## src/hw/rtl/dpic_pkg.sv

```systemverilog
`timescale 1ns / 1ps
// ----------------------------------------------------------------------------
// dpic_pkg
// Shared types and constants of the dual-port parallel I/O interrupt controller.
// ----------------------------------------------------------------------------
package dpic_pkg;

  localparam int NUM_PORTS = 2;
  localparam int BYTE_W    = 8;

  typedef enum logic [1:0] {
    KIND_CTRL = 2'd0,
    KIND_DATA = 2'd1,
    KIND_POLL = 2'd2,
    KIND_RETI = 2'd3
  } kind_t;

  typedef enum logic [1:0] {
    SVC_NONE = 2'd0,
    SVC_A    = 2'd1,
    SVC_B    = 2'd2
  } svc_t;

  // Control word low-nibble codes
  localparam logic [3:0] CW_MODE   = 4'hf;
  localparam logic [3:0] CW_INTCTL = 4'h7;
  localparam logic [3:0] CW_ENABLE = 4'h3;

  localparam logic [1:0] MODE_RESET = 2'd1;
  localparam logic [1:0] MODE_BIDIR = 2'd3;

endpackage

```

## src/hw/rtl/dpic_if.sv

```systemverilog
`timescale 1ns / 1ps
// ----------------------------------------------------------------------------
// dpic_in_if / dpic_out_if
// Valid/ready channels for bus items into the controller and results out.
// ----------------------------------------------------------------------------
interface dpic_in_if;
  logic       valid;
  logic       ready;
  logic [1:0] kind;
  logic       port;
  logic [7:0] value;
  logic [7:0] bit_mask;

  modport source (output valid, kind, port, value, bit_mask, input ready);
  modport sink   (input valid, kind, port, value, bit_mask, output ready);
endinterface

interface dpic_out_if;
  logic       valid;
  logic       ready;
  logic [7:0] data_a;
  logic [7:0] data_b;
  logic       int_claimed;
  logic [7:0] int_vector;
  logic [1:0] service_port;

  modport source (output valid, data_a, data_b, int_claimed, int_vector, service_port,
                  input ready);
  modport sink   (input valid, data_a, data_b, int_claimed, int_vector, service_port,
                  output ready);
endinterface

```

## src/hw/rtl/dual_port_pio_interrupt_ctrl.sv

```systemverilog
`timescale 1ns / 1ps
// ----------------------------------------------------------------------------
// dual_port_pio_interrupt_ctrl
// Two-port parallel I/O controller with bit-pattern interrupt matching.
// ----------------------------------------------------------------------------
// Usage:
//   in_ch carries one bus item per transfer: a control write, a data write,
//   an interrupt poll or a return from interrupt, aimed at port A or B.
//   out_ch returns exactly one result per item: both data bytes, the claim
//   flag, the vector of the port in service and the service code.
// Result: the result of an item is registered and is valid on out_ch in
//   the cycle after its transfer on in_ch.
// Throughput: one item per cycle while out_ch is not held. The port
//   registers are updated in the cycle of the transfer, so the next item
//   sees them at once; the single result register sets the rate.
// Reset: all port registers take their power-up values (mode 1, interrupts
//   off, nothing in service) and out_ch goes empty.
// Stall: while out_ch is held, the result register keeps its value and
//   in_ch.ready drops; a new item is taken in the same cycle the held
//   result transfers.
// ----------------------------------------------------------------------------
module dual_port_pio_interrupt_ctrl
  import dpic_pkg::*;
(
  input  logic               clk,
  input  logic               rst_n,
  dpic_in_if.sink            in_ch,
  dpic_out_if.source         out_ch
);

  // Port state
  logic [7:0] data_r      [NUM_PORTS];
  logic [7:0] data_nxt    [NUM_PORTS];
  logic [7:0] mmask_r     [NUM_PORTS];
  logic [7:0] mmask_nxt   [NUM_PORTS];
  logic [1:0] mode_r      [NUM_PORTS];
  logic [1:0] mode_nxt    [NUM_PORTS];
  logic [7:0] dir_r       [NUM_PORTS];
  logic [7:0] dir_nxt     [NUM_PORTS];
  logic [7:0] vec_r       [NUM_PORTS];
  logic [7:0] vec_nxt     [NUM_PORTS];
  logic       ien_r       [NUM_PORTS];
  logic       ien_nxt     [NUM_PORTS];
  logic       andm_r      [NUM_PORTS];
  logic       andm_nxt    [NUM_PORTS];
  logic       ahigh_r     [NUM_PORTS];
  logic       ahigh_nxt   [NUM_PORTS];
  logic       exp_dir_r   [NUM_PORTS];
  logic       exp_dir_nxt [NUM_PORTS];
  logic       exp_msk_r   [NUM_PORTS];
  logic       exp_msk_nxt [NUM_PORTS];
  logic       match       [NUM_PORTS];
  svc_t       svc_r;
  svc_t       svc_nxt;
  logic       claimed;
  logic [7:0] vec_out;

  // Result register
  logic       out_valid_r;
  logic [7:0] out_data_a_r;
  logic [7:0] out_data_b_r;
  logic       out_claimed_r;
  logic [7:0] out_vector_r;
  logic [1:0] out_svc_r;

  logic       accept;
  kind_t      kind;

  assign in_ch.ready = !out_valid_r || out_ch.ready;
  assign accept      = in_ch.valid && in_ch.ready;
  assign kind        = kind_t'(in_ch.kind);

  always_comb begin
    logic [7:0] dt;
    logic       hit;
    logic       serviced;
    for (int i = 0; i < NUM_PORTS; i++) begin
      dt = ahigh_r[i] ? data_r[i] : ~data_r[i];
      dt = dt & mmask_r[i];
      if (!ien_r[i]) begin
        match[i] = 1'b0;
      end else if (andm_r[i]) begin
        match[i] = (dt == mmask_r[i]);
      end else begin
        match[i] = (dt != 8'h00);
      end
    end

    // Poll: port B has priority
    svc_nxt = svc_r;
    claimed = 1'b0;
    if (kind == KIND_POLL && svc_r == SVC_NONE) begin
      if (match[1]) begin
        svc_nxt = SVC_B;
        claimed = 1'b1;
      end else if (match[0]) begin
        svc_nxt = SVC_A;
        claimed = 1'b1;
      end
    end else if (kind == KIND_RETI && svc_r != SVC_NONE) begin
      svc_nxt = SVC_NONE;
    end

    for (int i = 0; i < NUM_PORTS; i++) begin
      data_nxt[i]    = data_r[i];
      mmask_nxt[i]   = mmask_r[i];
      mode_nxt[i]    = mode_r[i];
      dir_nxt[i]     = dir_r[i];
      vec_nxt[i]     = vec_r[i];
      ien_nxt[i]     = ien_r[i];
      andm_nxt[i]    = andm_r[i];
      ahigh_nxt[i]   = ahigh_r[i];
      exp_dir_nxt[i] = exp_dir_r[i];
      exp_msk_nxt[i] = exp_msk_r[i];
      hit            = (in_ch.port == 1'(i));
      serviced       = (i == 0) ? (svc_r == SVC_A) : (svc_r == SVC_B);

      case (kind)
        KIND_CTRL: begin
          if (hit) begin
            if (exp_dir_r[i]) begin
              exp_dir_nxt[i] = 1'b0;
              dir_nxt[i]     = in_ch.value;
            end else if (exp_msk_r[i]) begin
              exp_msk_nxt[i] = 1'b0;
              mmask_nxt[i]   = ~in_ch.value;
            end else if (!in_ch.value[0]) begin
              vec_nxt[i] = in_ch.value;
            end else if (in_ch.value[3:0] == CW_MODE) begin
              mode_nxt[i]    = in_ch.value[7:6];
              exp_dir_nxt[i] = (in_ch.value[7:6] == MODE_BIDIR);
            end else if (in_ch.value[3:0] == CW_INTCTL) begin
              ien_nxt[i]     = in_ch.value[7];
              andm_nxt[i]    = in_ch.value[6];
              ahigh_nxt[i]   = in_ch.value[5];
              exp_msk_nxt[i] = in_ch.value[4];
            end else if (in_ch.value[3:0] == CW_ENABLE) begin
              ien_nxt[i] = in_ch.value[7];
            end
          end
        end
        KIND_DATA: begin
          if (hit) begin
            data_nxt[i] = (data_r[i] & ~in_ch.bit_mask) | (in_ch.value & in_ch.bit_mask);
          end
        end
        KIND_RETI: begin
          // Drive matched bits back to their idle level
          if (serviced) begin
            data_nxt[i] = ahigh_r[i] ? (data_r[i] & ~mmask_r[i]) : (data_r[i] | mmask_r[i]);
          end
        end
        default: begin
        end
      endcase
    end

    case (svc_nxt)
      SVC_A:   vec_out = vec_nxt[0];
      SVC_B:   vec_out = vec_nxt[1];
      default: vec_out = 8'h00;
    endcase
  end

  always_ff @(posedge clk) begin
    if (!rst_n) begin
      for (int i = 0; i < NUM_PORTS; i++) begin
        data_r[i]    <= '0;
        mmask_r[i]   <= '0;
        mode_r[i]    <= MODE_RESET;
        dir_r[i]     <= '0;
        vec_r[i]     <= '0;
        ien_r[i]     <= 1'b0;
        andm_r[i]    <= 1'b0;
        ahigh_r[i]   <= 1'b0;
        exp_dir_r[i] <= 1'b0;
        exp_msk_r[i] <= 1'b0;
      end
      svc_r       <= SVC_NONE;
      out_valid_r <= 1'b0;
    end else begin
      if (accept) begin
        for (int i = 0; i < NUM_PORTS; i++) begin
          data_r[i]    <= data_nxt[i];
          mmask_r[i]   <= mmask_nxt[i];
          mode_r[i]    <= mode_nxt[i];
          dir_r[i]     <= dir_nxt[i];
          vec_r[i]     <= vec_nxt[i];
          ien_r[i]     <= ien_nxt[i];
          andm_r[i]    <= andm_nxt[i];
          ahigh_r[i]   <= ahigh_nxt[i];
          exp_dir_r[i] <= exp_dir_nxt[i];
          exp_msk_r[i] <= exp_msk_nxt[i];
        end
        svc_r       <= svc_nxt;
        out_valid_r <= 1'b1;
      end else if (out_ch.ready) begin
        out_valid_r <= 1'b0;
      end
    end
  end

  // Result payload: load on transfer, hold otherwise
  always_ff @(posedge clk) begin
    if (accept) begin
      out_data_a_r  <= data_nxt[0];
      out_data_b_r  <= data_nxt[1];
      out_claimed_r <= claimed;
      out_vector_r  <= vec_out;
      out_svc_r     <= svc_nxt;
    end
  end

  assign out_ch.valid        = out_valid_r;
  assign out_ch.data_a       = out_data_a_r;
  assign out_ch.data_b       = out_data_b_r;
  assign out_ch.int_claimed  = out_claimed_r;
  assign out_ch.int_vector   = out_vector_r;
  assign out_ch.service_port = out_svc_r;

  // Mode and direction are kept for readback-free bookkeeping only
  logic unused_cfg;
  assign unused_cfg = ^{mode_r[0], mode_r[1], dir_r[0], dir_r[1]};

endmodule

```

## src/flat_wrapper.sv

```systemverilog
// flat-port wrapper written by rule: the top's interface ports become plain ports
module dual_port_pio_interrupt_ctrl_flat import dpic_pkg::*;
  (clk, rst_n, in_ch_valid, in_ch_kind, in_ch_port, in_ch_value, in_ch_bit_mask, in_ch_ready, out_ch_valid, out_ch_data_a, out_ch_data_b, out_ch_int_claimed, out_ch_int_vector, out_ch_service_port, out_ch_ready);
  dpic_in_if in_ch_i ();
  dpic_out_if out_ch_i ();
  input  logic clk;
  input  logic rst_n;
  input wire logic [$bits(in_ch_i.valid)-1:0] in_ch_valid;
  input wire logic [$bits(in_ch_i.kind)-1:0] in_ch_kind;
  input wire logic [$bits(in_ch_i.port)-1:0] in_ch_port;
  input wire logic [$bits(in_ch_i.value)-1:0] in_ch_value;
  input wire logic [$bits(in_ch_i.bit_mask)-1:0] in_ch_bit_mask;
  output wire logic [$bits(in_ch_i.ready)-1:0] in_ch_ready;
  output wire logic [$bits(out_ch_i.valid)-1:0] out_ch_valid;
  output wire logic [$bits(out_ch_i.data_a)-1:0] out_ch_data_a;
  output wire logic [$bits(out_ch_i.data_b)-1:0] out_ch_data_b;
  output wire logic [$bits(out_ch_i.int_claimed)-1:0] out_ch_int_claimed;
  output wire logic [$bits(out_ch_i.int_vector)-1:0] out_ch_int_vector;
  output wire logic [$bits(out_ch_i.service_port)-1:0] out_ch_service_port;
  input wire logic [$bits(out_ch_i.ready)-1:0] out_ch_ready;
  assign in_ch_i.valid = in_ch_valid;
  assign in_ch_i.kind = in_ch_kind;
  assign in_ch_i.port = in_ch_port;
  assign in_ch_i.value = in_ch_value;
  assign in_ch_i.bit_mask = in_ch_bit_mask;
  assign in_ch_ready = in_ch_i.ready;
  assign out_ch_valid = out_ch_i.valid;
  assign out_ch_data_a = out_ch_i.data_a;
  assign out_ch_data_b = out_ch_i.data_b;
  assign out_ch_int_claimed = out_ch_i.int_claimed;
  assign out_ch_int_vector = out_ch_i.int_vector;
  assign out_ch_service_port = out_ch_i.service_port;
  assign out_ch_i.ready = out_ch_ready;
  dual_port_pio_interrupt_ctrl u_core (.clk(clk), .rst_n(rst_n), .in_ch(in_ch_i), .out_ch(out_ch_i));
endmodule
```

## config.mk

```make
export PLATFORM = sky130hd
export DESIGN_NAME = dual_port_pio_interrupt_ctrl_flat
export DESIGN_NICKNAME = d
export VERILOG_FILES = /design/src/hw/rtl/dpic_pkg.sv /design/src/hw/rtl/dpic_if.sv /design/src/hw/rtl/dual_port_pio_interrupt_ctrl.sv /design/src/flat_wrapper.sv
export SDC_FILE = /design/constraint.sdc
export NUM_CORES = 1
export LEC_CHECK = 0
export ABC_AREA = 1
export BUFFER_PORTS_ARGS = -buffer_cell sky130_fd_sc_hd__buf_4
export CAP_MARGIN = 30
export CORE_MARGIN = 5
export CORE_UTILIZATION = 59
export DETAILED_ROUTE_END_ITERATION = 10
export PLACE_DENSITY = 0.77
export SETUP_SLACK_MARGIN = 0.02
export SYNTH_ARGS = -nofsm -noshare
export SYNTH_HDL_FRONTEND = slang
export SYNTH_SLANG_ARGS = --single-unit
```

## constraint.sdc

```tcl
create_clock -name clk -period 3.1 [get_ports clk]
set_input_delay 0.465 -clock clk [delete_from_list [all_inputs] [get_ports clk]]
set_output_delay 0.465 -clock clk [all_outputs]
set_load 0.01 [all_outputs]
```

==> flow_summary.ini <==
[detailed_routing]
drc = 0
route.antenna.remaining_nets = 0
via_per_inst = 5.73
dr.first_iter.drc_count = 476
dr_total_vias = 4184
postRouteWirelength_um = 12600
routedWlPerCell_um = 17.3
first_pass_iters = 7

[logic_synthesis]
synthMuxAreaShare_pct = 0
synth_top_family_by_area = simple AND/OR/NAND/NOR gates
yosys_most_used_dff = edfxtp_1
synthTopCellsByArea = edfxtp_1, nand2_1, inv_1, o21ai_0, a21oi_1
synth-simple-area-share_pct = 21.1
syn-num-nets = 596
synth_top_area_share_pct = 52.3
synth_fa_ha_area_share_pct = 0.513
synth_area_um2 = 4880
yosys_warnings = 0
postSynthAreaPerCell_um2 = 8.55
synth_compound_area_share_pct = 14.7
async_flop_share_pct = 0
ys_seq_area_share_pct = 53.5
ys_types = 37
yosys.area_share.xor_xnor_pct = 0.359
synth_edf_count = 85
ys_ff_latch = 88
synthCells = 571
synth.largest_area_cell = edfxtp_1

[cells_and_area]
seqCellArea_um2 = 2610
synthToLayoutAreaGrowth_pct = 13.3
design_area_um2 = 5530
antenna_cells = 0
final_nets = 645
layout-drive-gt1-share_pct = 14.1
nFillCells = 647
multiInputGateArea_um2 = 1790
mostFrequentLayoutCells = nand2_1, inv_1, edfxtp_1, buf_4, o21ai_0
final_common_cell = nand2_1
final_util_pct = 68.0

[critical_path]
start_kind = register
r2r_cells = 15
reg2reg_from = u_core.ahigh_r[0][1]
reg2reg_to = u_core.out_ch.int_vector[3]
crit_start = u_core.ahigh_r[0][1]
cp.arrival_ns = 2.73
end_kind = register
rrSetupSlack_ns = 0.55
path_class = reg -> reg
cp_max_fo = 17
setup.worst_path.end = u_core.out_ch.int_vector[3]
required_ns = 3.28

[place]
port_buffers = 51
hpwl_um = 8950
placed_area_um2 = 5330
gp_congestion = 0.892
dp_slack_ns = 0.617

[die]
num_io_pins = 52
dieWidth_um = 101
fp.dieArea_um2 = 10200
num_rows = 33
coreArea_um2 = 8130
initial_core_util_pct = 60.0
die_y_um = 101

[power_and_ir_drop]
leakage_uw = 0.00246
ir_worst_vdd_uv = 272
power.density_nw_per_um2 = 491

[timing]
fmax_mhz = 392
rsz0062_at_grt = false
maxSlewViolCount = 0
hold-worst-slack_ns = 0.400
setup_tns_ns = 0
hold_violations = 0
max-slew-margin-rel_pct = 62.6
timing.final.crit_share_pct = 82.2
worst_pin_slew_ns = 0.554
finClkSkew_ns = 0.0157
min_period_ns = 2.55
postLayoutSetupSlackWorst_ns = 0.550
setup-violations-final = 0

[cts]
clk_path_buf_depth = 2
htree_num_levels = 3
cts_inserted_buffers = 9
path_clk_slew_ns = 0.09
cts_setup_buffers = 0
ctsHoldBuffers = 0
cts_resized = 0
cts_tree = built
clkSinkCount = 88
clock_latency_ns = 0.36
clock-root-buffer = clkbuf_8

[global_routing]
antenna_found_initial = 0
grt_pass1_vias = 4037
grt_max_degree = 28
grt_overflow = 0
grt_pass1_wl_um = 19800
grt_usage_pct = 25.5

[run]
drv_cap = 0

[worst_hold_path]
min_path_type = in -> reg

[outcome]
status = finished clean
synthesized netlist by cell type (2+ instances only):
library cell and instances:
a21oi_1 35, a31oi_1 7, buf_2 10, buf_4 4, buf_6 4, dfxtp_1 3, edfxtp_1 85, ha_1 2
inv_1 87, inv_2 3, nand2_1 151, nand2_2 2, nand3_1 32, nor2_1 45, nor2_4 3, nor3_1 5
o21ai_0 46, o21ai_1 11, o311ai_0 16, o311ai_1 2, xor2_1 2
metrics by stage:
| stage | total power [µW] | cells |
|---|---|---|
| finish | 2710 | 730 |
| global route | 2830 | 730 |
| CTS | 2710 | 730 |
| detailed placement | 1910 | 714 |
| global placement | 1900 | 714 |
| floorplan | 1740 | 571 |
flip-flops by register name (all words and copies together), names as in the netlist:
name                        flops
u_core.ien_r                    2
u_core.data_r                  16
u_core.exp_dir_r                2
u_core.out_ch.valid             1
u_core.out_ch.int_vector        8
u_core.andm_r                   2
u_core.exp_msk_r                2
u_core.svc_r                    2
u_core.out_ch.data_b            8
u_core.out_ch.data_a            8
u_core.mmask_r                 16
u_core.ahigh_r                  2
u_core.out_ch.int_claimed       1
u_core.vec_r                   16
u_core.out_ch.service_port      2
layer usage:
layer | vias to the layer above | part of all wire, % | wire length, µm | global-route usage, %
met5 | - | 0 | 0 | 0
met4 | 0 | 3.4 | 428 | 12.8
met3 | 32 | 8.4 | 1060 | 3.74
met2 | 240 | 47 | 5920 | 40.8
met1 | 1897 | 41 | 5190 | 34.0
li1 | 2015 | - | - | -
critical path, stage by stage, from the launching register on:
cell	delay, ns
edfxtp_1	0.67
inv_6	0.13
nand2_1	0.11
nand2_1	0.06
nand2_1	0.05
nand2_1	0.06
nor2_1	0.11
nand2_1	0.09
nand3_1	0.12
nand2_1	0.08
nand2_1	0.09
nand2_1	0.09
inv_1	0.08
ha_1	0.32
nand2_1	0.11
a21oi_1	0.20
kinds of logic after synthesis:
family / after synthesis
flops: 88
compound gates: 124
simple gates: 244
xor+xnor: 2
fa+ha+maj: 2
buf+inv: 111
where the power goes:
| part | internal, µW | switching (µW) | leakage [µW] |
|---|---|---|---|
| Clock | 380 | 439 | 0.000100 |
| Combinational | 153 | 287 | 0.00145 |
| Sequential | 1400 | 50.3 | 0.000910 |
layout make-up:
type / count / share of cell area, %
well taps: 105 / 2.38
repair buffers: 58 / 8.10
clock buffers: 9 / 2.24
flip-flops and latches: 88 / 47.3
inverters: 91 / 6.27
multi-input cells: 372 / 32.3
clock inverters: 7 / 1.40
worst min path at each step:
| stage | start | endpoint | cells after the start |
|---|---|---|---|
| final | out_ch_ready | u_core.out_ch.valid | 4 |
| after detailed placement | u_core.svc_r[0] | u_core.svc_r[0] | 2 |
| after global routing | out_ch_ready | u_core.out_ch.valid | 4 |
| after floorplan | u_core.svc_r[0] | u_core.svc_r[0] | 2 |
| after global placement | u_core.svc_r[0] | u_core.svc_r[0] | 2 |
| after CTS | out_ch_ready | u_core.out_ch.valid | 4 |
Power figures use the tool's default switching activity.
